**config.mk**
```make
export PLATFORM = sky130hd
export DESIGN_NAME = pi_speed_regulator_motor_mix
export DESIGN_NICKNAME = d
export VERILOG_FILES = /design/src/rtl/core/pisr_pkg.sv /design/src/rtl/core/pisr_mix.sv /design/src/rtl/core/pi_speed_regulator_motor_mix.sv
export SDC_FILE = /design/constraint.sdc
export NUM_CORES = 2
export LEC_CHECK = 0
export BUFFER_PORTS_ARGS = -buffer_cell sky130_fd_sc_hd__buf_2
export CORE_MARGIN = 2
export CORE_UTILIZATION = 45
export CTS_CLUSTER_SIZE = 16
export DETAILED_ROUTE_END_ITERATION = 6
export GPL_TIMING_DRIVEN = 0
export SKIP_LAST_GASP = 1
export SLEW_MARGIN = 0
export SYNTH_ARGS = -nofsm -noshare
export SYNTH_HDL_FRONTEND = slang
export SYNTH_SLANG_ARGS = --single-unit
```
**constraint.sdc**
```tcl
create_clock -name i_clk -period 18.52 [get_ports i_clk]
set_input_delay 2.778 -clock i_clk [delete_from_list [all_inputs] [get_ports i_clk]]
set_output_delay 2.778 -clock i_clk [all_outputs]
set_load 0.03 [all_outputs]
```
**src/rtl/core/pisr_pkg.sv**
```systemverilog
// shared types, codes and reset values for the pi speed regulator motor mix
// no dependencies; used by pisr_mix and pi_speed_regulator_motor_mix
package pisr_pkg;

    // field widths
    localparam int unsigned LEVEL_W  = 22;
    localparam int unsigned PGAIN_W  = 8;
    localparam int unsigned IGAIN_W  = 16;
    localparam int unsigned ILIM_W   = 20;
    localparam int unsigned SPEED_W  = 16;
    localparam int unsigned UOFF_W   = 15;
    localparam int unsigned CODE_W   = 3;
    localparam int unsigned INTEG_W  = 21;
    localparam int unsigned ERR_W    = 23;
    localparam int unsigned CFG_IDX_W = 3;
    localparam int unsigned CFG_DAT_W = 22;

    // register indexes
    localparam logic [CFG_IDX_W-1:0] CFG_GOAL_LEVEL     = 3'd0;
    localparam logic [CFG_IDX_W-1:0] CFG_PROP_GAIN      = 3'd1;
    localparam logic [CFG_IDX_W-1:0] CFG_INTEGRAL_GAIN  = 3'd2;
    localparam logic [CFG_IDX_W-1:0] CFG_DEADBAND       = 3'd3;
    localparam logic [CFG_IDX_W-1:0] CFG_INTEGRAL_LIMIT = 3'd4;
    localparam logic [CFG_IDX_W-1:0] CFG_SLOW_SPEED     = 3'd5;
    localparam logic [CFG_IDX_W-1:0] CFG_TURN_OFFSET    = 3'd6;

    // reset values
    localparam logic [LEVEL_W-1:0] RST_GOAL_LEVEL     = 22'd1000000;
    localparam logic [PGAIN_W-1:0] RST_PROP_GAIN      = 8'd4;
    localparam logic [IGAIN_W-1:0] RST_INTEGRAL_GAIN  = 16'd3277;
    localparam logic [LEVEL_W-1:0] RST_DEADBAND       = 22'd50000;
    localparam logic [ILIM_W-1:0]  RST_INTEGRAL_LIMIT = 20'd44000;
    localparam logic [UOFF_W-1:0]  RST_SLOW_SPEED     = 15'd600;
    localparam logic [UOFF_W-1:0]  RST_TURN_OFFSET    = 15'd300;

    // direction codes
    localparam logic [CODE_W-1:0] DRIVE_LEFT     = 3'd0;
    localparam logic [CODE_W-1:0] DRIVE_RIGHT    = 3'd1;
    localparam logic [CODE_W-1:0] DRIVE_FORWARD  = 3'd2;
    localparam logic [CODE_W-1:0] DRIVE_BACKWARD = 3'd3;
    localparam logic [CODE_W-1:0] DRIVE_STOP     = 3'd4;

    // steering phase codes
    localparam logic [CODE_W-1:0] PHASE_LEFT    = 3'd0;
    localparam logic [CODE_W-1:0] PHASE_RIGHT   = 3'd1;
    localparam logic [CODE_W-1:0] PHASE_FORWARD = 3'd2;

    typedef struct packed {
        logic signed [SPEED_W-1:0] right;
        logic signed [SPEED_W-1:0] left;
    } t_speed_pair;

    typedef struct packed {
        logic signed [SPEED_W-1:0] speed;
        logic [CODE_W-1:0]         dir;
        logic [CODE_W-1:0]         phase;
        logic [UOFF_W-1:0]         offset;
        t_speed_pair               last;
    } t_mix_req;

endpackage

```
**src/rtl/core/pisr_mix.sv**
```systemverilog
// direction mapping of one speed onto right and left motor commands
// depends on pisr_pkg
module pisr_mix (
    input  pisr_pkg::t_mix_req    i_req,
    output pisr_pkg::t_speed_pair o_cmd
);

    localparam int unsigned WW = pisr_pkg::SPEED_W + 1;

    function automatic logic signed [pisr_pkg::SPEED_W-1:0] sat16(
        input logic signed [WW-1:0] v
    );
        logic signed [WW-1:0] hi;
        logic signed [WW-1:0] lo;
        hi = WW'(signed'({1'b0, {(pisr_pkg::SPEED_W-1){1'b1}}}));
        lo = -hi - WW'(1);
        if (v > hi) begin
            sat16 = hi[pisr_pkg::SPEED_W-1:0];
        end else if (v < lo) begin
            sat16 = lo[pisr_pkg::SPEED_W-1:0];
        end else begin
            sat16 = v[pisr_pkg::SPEED_W-1:0];
        end
    endfunction

    logic signed [WW-1:0]                s_ext;
    logic signed [WW-1:0]                off_ext;
    logic signed [pisr_pkg::SPEED_W-1:0] s_pos;
    logic signed [pisr_pkg::SPEED_W-1:0] s_neg;
    logic signed [pisr_pkg::SPEED_W-1:0] s_plus;
    logic signed [pisr_pkg::SPEED_W-1:0] s_minus;

    assign s_ext   = WW'(i_req.speed);
    assign off_ext = signed'({2'b00, i_req.offset});
    assign s_pos   = i_req.speed;
    assign s_neg   = sat16(-s_ext);
    assign s_plus  = sat16(s_ext + off_ext);
    assign s_minus = sat16(s_ext - off_ext);

    always_comb begin
        o_cmd = i_req.last;
        unique case (i_req.dir)
            pisr_pkg::DRIVE_LEFT: begin
                o_cmd.right = s_pos;
                o_cmd.left  = s_neg;
            end
            pisr_pkg::DRIVE_RIGHT: begin
                o_cmd.right = s_neg;
                o_cmd.left  = s_pos;
            end
            pisr_pkg::DRIVE_FORWARD: begin
                priority if (i_req.phase == pisr_pkg::PHASE_FORWARD) begin
                    o_cmd.right = s_pos;
                    o_cmd.left  = s_pos;
                end else if (i_req.phase == pisr_pkg::PHASE_LEFT) begin
                    o_cmd.right = s_plus;
                    o_cmd.left  = s_minus;
                end else if (i_req.phase == pisr_pkg::PHASE_RIGHT) begin
                    o_cmd.right = s_minus;
                    o_cmd.left  = s_plus;
                end else begin
                    o_cmd = i_req.last;
                end
            end
            pisr_pkg::DRIVE_BACKWARD: begin
                o_cmd.right = s_neg;
                o_cmd.left  = s_neg;
            end
            pisr_pkg::DRIVE_STOP: begin
                o_cmd.right = '0;
                o_cmd.left  = '0;
            end
            default: begin
                o_cmd = i_req.last;
            end
        endcase
    end

endmodule

```
**src/rtl/core/pi_speed_regulator_motor_mix.sv**
```systemverilog
// top level of the pi speed regulator with motor mix: five-stage pipeline
// depends on pisr_pkg and pisr_mix

// The block takes one request per clock cycle while the output side does not
// stall and returns one pair of motor commands per request, in order; each
// request passes through the five pipeline registers in order before its
// result is presented on the result channel. Stage one holds the request;
// stage two forms the error, applies the deadband and updates the clamped
// integrator, which is the only feedback loop on the regulator side; stage
// three holds the proportional and integral products; stage four sums them,
// truncates toward zero and saturates to 16 bits; the output register applies
// the direction and steering mapping and also serves as the memory of the last
// commands issued. Each stage moves whenever the next one is empty or moving,
// so bubbles close up and a stalled output only stops the pipeline once it is
// full. Configuration writes are always accepted and take effect at once;
// write them only while no request is in flight. Writes to an index beyond the
// register list are dropped.
module pi_speed_regulator_motor_mix (
    input  logic        i_clk,
    input  logic        i_rst_n,
    // request channel
    input  logic        s_axis_tvalid,
    output logic        s_axis_tready,
    // [21:0] intensity, [22] reg_enable, [25:23] direction, [28:26] phase_dir,
    // [31:29] zero
    input  logic [31:0] s_axis_tdata,
    // result channel
    output logic        m_axis_tvalid,
    input  logic        m_axis_tready,
    // [15:0] right_speed, [31:16] left_speed
    output logic [31:0] m_axis_tdata,
    // configuration write channel
    input  logic        i_cfg_valid,
    output logic        o_cfg_ready,
    input  logic [pisr_pkg::CFG_IDX_W-1:0] i_cfg_index,
    input  logic [pisr_pkg::CFG_DAT_W-1:0] i_cfg_data
);

    localparam int unsigned LW   = pisr_pkg::LEVEL_W;
    localparam int unsigned EW   = pisr_pkg::ERR_W;
    localparam int unsigned IW   = pisr_pkg::INTEG_W;
    localparam int unsigned SW   = pisr_pkg::SPEED_W;
    localparam int unsigned CW   = pisr_pkg::CODE_W;
    localparam int unsigned AW   = EW + 2;          // integrator sum before clamp
    localparam int unsigned PEW  = pisr_pkg::PGAIN_W + 1 + EW;
    localparam int unsigned IAW  = pisr_pkg::IGAIN_W + 1 + IW;
    localparam int unsigned TW   = PEW + 16;        // full q16 total
    localparam int unsigned QW   = TW - 16;

    // configuration registers
    logic [LW-1:0]                    r_goal_level;
    logic [pisr_pkg::PGAIN_W-1:0]     r_prop_gain;
    logic [pisr_pkg::IGAIN_W-1:0]     r_integral_gain;
    logic [LW-1:0]                    r_deadband;
    logic [pisr_pkg::ILIM_W-1:0]      r_integral_limit;
    logic [pisr_pkg::UOFF_W-1:0]      r_slow_speed;
    logic [pisr_pkg::UOFF_W-1:0]      r_turn_offset;

    // integrator state
    logic signed [IW-1:0]             r_integral;

    // stage valids
    logic r_v0, r_v1, r_v2, r_v3, r_v4;
    logic go0, go1, go2, go3, go4;

    // stage 0: request register
    logic [LW-1:0] r_intensity0;
    logic          r_enable0;
    logic [CW-1:0] r_dir0;
    logic [CW-1:0] r_phase0;

    // stage 1: error and clamped integral
    logic signed [EW-1:0] r_err1;
    logic signed [IW-1:0] r_acc1;
    logic                 r_enable1;
    logic                 r_dead1;
    logic [CW-1:0]        r_dir1;
    logic [CW-1:0]        r_phase1;

    // stage 2: products
    logic signed [PEW-1:0] r_pe2;
    logic signed [IAW-1:0] r_ia2;
    logic                  r_enable2;
    logic                  r_dead2;
    logic [CW-1:0]         r_dir2;
    logic [CW-1:0]         r_phase2;

    // stage 3: speed
    logic signed [SW-1:0] r_speed3;
    logic [CW-1:0]        r_dir3;
    logic [CW-1:0]        r_phase3;

    // stage 4: result register, doubles as last commands
    pisr_pkg::t_speed_pair r_cmd;

    // handshake and stage advance
    assign go4 = !r_v4 || m_axis_tready;
    assign go3 = !r_v3 || go4;
    assign go2 = !r_v2 || go3;
    assign go1 = !r_v1 || go2;
    assign go0 = !r_v0 || go1;

    assign s_axis_tready = go0;
    assign m_axis_tvalid = r_v4;
    assign m_axis_tdata  = {r_cmd.left, r_cmd.right};
    assign o_cfg_ready   = 1'b1;

    // stage 1 logic: error, deadband, integrator with clamp
    logic signed [EW-1:0] n_err;
    logic [EW-1:0]        err_mag;
    logic                 n_dead;
    logic signed [AW-1:0] acc_raw;
    logic signed [AW-1:0] lim_pos;
    logic signed [AW-1:0] lim_neg;
    logic signed [IW-1:0] n_acc;

    assign n_err   = signed'({1'b0, r_goal_level}) - signed'({1'b0, r_intensity0});
    assign err_mag = n_err[EW-1] ? EW'(-n_err) : EW'(n_err);
    assign n_dead  = err_mag < {1'b0, r_deadband};
    assign acc_raw = AW'(r_integral) + AW'(n_err);
    assign lim_pos = signed'(AW'(r_integral_limit));
    assign lim_neg = -lim_pos;

    always_comb begin
        priority if (acc_raw > lim_pos) begin
            n_acc = lim_pos[IW-1:0];
        end else if (acc_raw < lim_neg) begin
            n_acc = lim_neg[IW-1:0];
        end else begin
            n_acc = acc_raw[IW-1:0];
        end
    end

    // stage 3 logic: q16 sum, truncation toward zero, saturation
    logic signed [TW-1:0] total;
    logic signed [QW-1:0] quot_floor;
    logic signed [QW-1:0] quot;
    logic signed [SW-1:0] pi_speed;
    logic signed [SW-1:0] n_speed;

    assign total      = signed'({r_pe2, 16'h0000}) + TW'(r_ia2);
    assign quot_floor = total[TW-1:16];
    assign quot       = (total[TW-1] && (total[15:0] != 16'h0000))
                        ? quot_floor + QW'(1) : quot_floor;

    always_comb begin
        priority if (quot > QW'(signed'({1'b0, {(SW-1){1'b1}}}))) begin
            pi_speed = {1'b0, {(SW-1){1'b1}}};
        end else if (quot < QW'(signed'({1'b1, {(SW-1){1'b0}}}))) begin
            pi_speed = {1'b1, {(SW-1){1'b0}}};
        end else begin
            pi_speed = quot[SW-1:0];
        end
    end

    // disabled regulator runs at the slow speed, deadband gives standstill
    always_comb begin
        priority if (!r_enable2) begin
            n_speed = signed'({1'b0, r_slow_speed});
        end else if (r_dead2) begin
            n_speed = '0;
        end else begin
            n_speed = pi_speed;
        end
    end

    // stage 4 logic: direction mapping
    pisr_pkg::t_mix_req    mix_req;
    pisr_pkg::t_speed_pair n_cmd;

    assign mix_req.speed  = r_speed3;
    assign mix_req.dir    = r_dir3;
    assign mix_req.phase  = r_phase3;
    assign mix_req.offset = r_turn_offset;
    assign mix_req.last   = r_cmd;

    pisr_mix u_mix (
        .i_req (mix_req),
        .o_cmd (n_cmd)
    );

    // control state, configuration and integrator
    always_ff @(posedge i_clk) begin
        if (!i_rst_n) begin
            r_v0             <= 1'b0;
            r_v1             <= 1'b0;
            r_v2             <= 1'b0;
            r_v3             <= 1'b0;
            r_v4             <= 1'b0;
            r_integral       <= '0;
            r_cmd            <= '0;
            r_goal_level     <= pisr_pkg::RST_GOAL_LEVEL;
            r_prop_gain      <= pisr_pkg::RST_PROP_GAIN;
            r_integral_gain  <= pisr_pkg::RST_INTEGRAL_GAIN;
            r_deadband       <= pisr_pkg::RST_DEADBAND;
            r_integral_limit <= pisr_pkg::RST_INTEGRAL_LIMIT;
            r_slow_speed     <= pisr_pkg::RST_SLOW_SPEED;
            r_turn_offset    <= pisr_pkg::RST_TURN_OFFSET;
        end else begin
            if (go0) r_v0 <= s_axis_tvalid;
            if (go1) r_v1 <= r_v0;
            if (go2) r_v2 <= r_v1;
            if (go3) r_v3 <= r_v2;
            if (go4) r_v4 <= r_v3;

            // integrator moves once per enabled request that leaves the deadband
            if (go1 && r_v0 && r_enable0 && !n_dead) begin
                r_integral <= n_acc;
            end

            if (go4 && r_v3) begin
                r_cmd <= n_cmd;
            end

            if (i_cfg_valid) begin
                unique case (i_cfg_index)
                    pisr_pkg::CFG_GOAL_LEVEL:
                        r_goal_level <= i_cfg_data[LW-1:0];
                    pisr_pkg::CFG_PROP_GAIN:
                        r_prop_gain <= i_cfg_data[pisr_pkg::PGAIN_W-1:0];
                    pisr_pkg::CFG_INTEGRAL_GAIN:
                        r_integral_gain <= i_cfg_data[pisr_pkg::IGAIN_W-1:0];
                    pisr_pkg::CFG_DEADBAND:
                        r_deadband <= i_cfg_data[LW-1:0];
                    pisr_pkg::CFG_INTEGRAL_LIMIT:
                        r_integral_limit <= i_cfg_data[pisr_pkg::ILIM_W-1:0];
                    pisr_pkg::CFG_SLOW_SPEED:
                        r_slow_speed <= i_cfg_data[pisr_pkg::UOFF_W-1:0];
                    pisr_pkg::CFG_TURN_OFFSET:
                        r_turn_offset <= i_cfg_data[pisr_pkg::UOFF_W-1:0];
                    default: begin
                    end
                endcase
            end
        end
    end

    // payload registers
    always_ff @(posedge i_clk) begin
        if (go0 && s_axis_tvalid) begin
            r_intensity0 <= s_axis_tdata[LW-1:0];
            r_enable0    <= s_axis_tdata[LW];
            r_dir0       <= s_axis_tdata[LW+CW:LW+1];
            r_phase0     <= s_axis_tdata[LW+2*CW:LW+CW+1];
        end
        if (go1 && r_v0) begin
            r_err1    <= n_err;
            r_acc1    <= n_acc;
            r_enable1 <= r_enable0;
            r_dead1   <= n_dead;
            r_dir1    <= r_dir0;
            r_phase1  <= r_phase0;
        end
        if (go2 && r_v1) begin
            r_pe2     <= signed'({1'b0, r_prop_gain}) * r_err1;
            r_ia2     <= signed'({1'b0, r_integral_gain}) * r_acc1;
            r_enable2 <= r_enable1;
            r_dead2   <= r_dead1;
            r_dir2    <= r_dir1;
            r_phase2  <= r_phase1;
        end
        if (go3 && r_v2) begin
            r_speed3 <= n_speed;
            r_dir3   <= r_dir2;
            r_phase3 <= r_phase2;
        end
    end

endmodule
```
==> flow_summary.toml <==
[detailed_routing]
avgViaCountPerCell = 5.54
wl_um = 130000
vias = 35000
wl_per_cell_um = 20.6
drtAntennaViolNets = 0
drc = 0
first_pass_iters = 6
drt_iter0_markers = 2611

[die]
die_area_sq_um = 96800
die_height_um = 311
die_w_um = 311
num_rows = 112
start_util_pct = 45.4
io_pins = 97
core_area_sq_um = 93500

[yosys]
synth_cell_type_count = 106
synthCells = 4893
syn_area_sq_um = 42400
ys_warn_count = 0
syn_area_per_cell_sq_um = 8.68
synth_top_area_cell = "fa_1"
synth_fp_nets = 5772
synth_edf_count = 181
synth.top_cell.area_share_pct = 22.8
async_flop_share_pct = 0
ys_ff_latch = 357
synth.area.top_cells = "fa_1, edfxtp_1, ha_1"
synth_ff_type = "edfxtp_1"
yosysSeqAreaShare_pct = 21.1

[job]
maxCapViolCount = 0

[placed_design]
gp_congestion = 0.974
io_buffers = 89
dp_hpwl_um = 107000

[clock_tree]
cts_tree = "built"
clk_pin_slew_ps = 60
h-tree-depth = 2
worstSkewPairLatency_ps = 590
cts_root_buf = "clkbuf_16"
hold_buffers = 0
post_cts_buffers = 0
numCtsBuffers = 43
clockBufferDepth = 3
cts_sinks = 357
cts_resized = 0

[timing]
rsz0062_at_grt = "false"
finalClockSkew_ps = 24.0
layout_min_cycle_time_ps = 9100
fmaxAchievable_ghz = 0.110
hold_viol = 0
relSlewSlack_pct = 18.3
setup_viol = 0
max_slew.worst_pin.slew_ps = 1230
tns_ps = 0
fin_crit_sh_pct = 49.1
maxSlewViolCount = 0

[worst_setup_path]
worstReg2RegEnd = "r_acc1[14]"
cp-end-kind = "register"
cp_slowest_cell = "a21oi_1"
rrSetupSlack_ps = 9420
reg2regPathDepth = 30
arrival_ps = 9480
cp_max_fo = 10
slowest_delay_ps = 660
cp.required_ps = 18900
path_class = "reg -> reg"
cp-start-kind = "register"
cpMostUsedCell = "ha_1"
r2r_start = "r_intensity0[1]"

[cells_and_area]
final_layout_size_suffix_gt1_share_pct = 5.33
area_delta_synth_final_pct = 8.52
nFillCells = 9133
final_util_pct = 49.3
final_nets = 5915

[run_status]
status = "finished clean"

[grt]
grt_pass1_wl_um = 202000
grt_use_total_pct = 26.9
grt_overflow = 0
antenna_found_initial = 5
grt_max_degree = 36
grt_pass1_vias = 34100

[min_path]
holdPathEnd = "r_dir2[1]"
min_from = "r_dir1[1]"
hold_path.class = "reg -> reg"
whs_path_depth = 0
==> flip-flops by register name (all words and copies together), names as in the netlist, 16 cells and up <==
signal and count:
m_axis_tdata 32, r_pe2 32, r_goal_level 22, r_integral 21, r_ia2 38, r_acc1 21, r_deadband 22, r_intensity0 22
r_err1 23, r_integral_gain 16, r_speed3 16, r_integral_limit 20
==> worst max-delay path by stage <==
stage | from | end | slack, ps | cells after the start
detailed placement | r_intensity0[1] | r_acc1[13] | 9740 | 30
global route | r_intensity0[1] | r_acc1[14] | 9160 | 30
global placement | m_axis_tready | r_integral[13] | 4990 | 10
CTS | r_intensity0[1] | r_acc1[13] | 9660 | 30
floorplan | m_axis_tready | r_integral[14] | 9770 | 10
finish | r_intensity0[1] | r_acc1[14] | 9420 | 30
==> cell usage after synthesis, types with 37 or more instances <==
library cell / number
edfxtp_1: 181
clkbuf_1: 169
inv_1: 796
a31oi_1: 38
fa_1: 484
a21oi_1: 269
xnor2_1: 140
nor3_1: 72
nand2_1: 688
dfxtp_1: 176
o21ai_0: 167
and2_1: 258
nand4_1: 37
nor2_1: 205
o211ai_1: 43
ha_1: 333
a21o_1: 69
nand3_1: 72
xor2_1: 57
==> layout by cell type (no fill, tap or decap), types with 43 or more instances in the layout <==
cell and n:
o211ai_1 43, xor2_1 57, nand2_1 688, buf_2 99, nand3_1 72, inv_1 796, o21ai_0 167, ha_1 333
nor3_1 71, clkbuf_16 45, a21oi_1 269, a21o_1 69, dfxtp_1 176, edfxtp_1 181, and2_1 258, fa_1 484
xnor2_1 140, nor2_1 205, clkbuf_1 176
==> through the flow <==
stage	instance area, sq um	setup slack [ps]	hold slack (ps)	std cells
5_1_grt	46100	9160	422	6324
6_report	46100	9420	417	6326
3_5_place_dp	44600	9740	405	6245
4_1_cts	46100	9660	418	6324
2_1_floorplan	42400	9770	400	4893
3_3_place_gp	44500	4990	404	6236
==> cell type report <==
class                      instances  area, sq um  area share, %
clock buffer                      55         1190           2.59
clock inverter                    24          221          0.481
antenna                            2         5.00         0.0109
tap                             1254         1570           3.41
inverter                         799         3000           6.51
timing repair buffer              98          584           1.27
sequential                       357         8960           19.4
buffer                           197          788           1.71
multi-input combinational       3540        29700           64.6
==> routing by layer <==
metal  share of wire [%]  global-route usage [%]  vias up
met2                  46                    43.5     1162
met5               0.010                       0        -
li1                    -                       -    16500
met4                 4.1                    9.91        2
met1                  44                    36.7    17100
met3                 6.2                    3.82      235
==> cells by family after synthesis <==
kind of cell	share of synthesized area (%)
simple gates	17.8
buf+inv	8.92
compound gates	15.1
fa+ha+maj	32.7
flops	21.1
xor+xnor	4.06
mux	0.363
other cells	0.00883
==> critical path: cells and delay by family, from the launching register on <==
kind,cells,cell delay [ps]
AOI/OAI and AO/OA,17,5100
and+or+nand+nor,7,1510
adders and majority gates,3,1050
buffers and inverters,2,530
DFF,1,490
xor gates and xnor gates,1,190
Power is not shown: default switching activity piles up to over one toggle a cycle in this logic, so the estimate is an artifact.
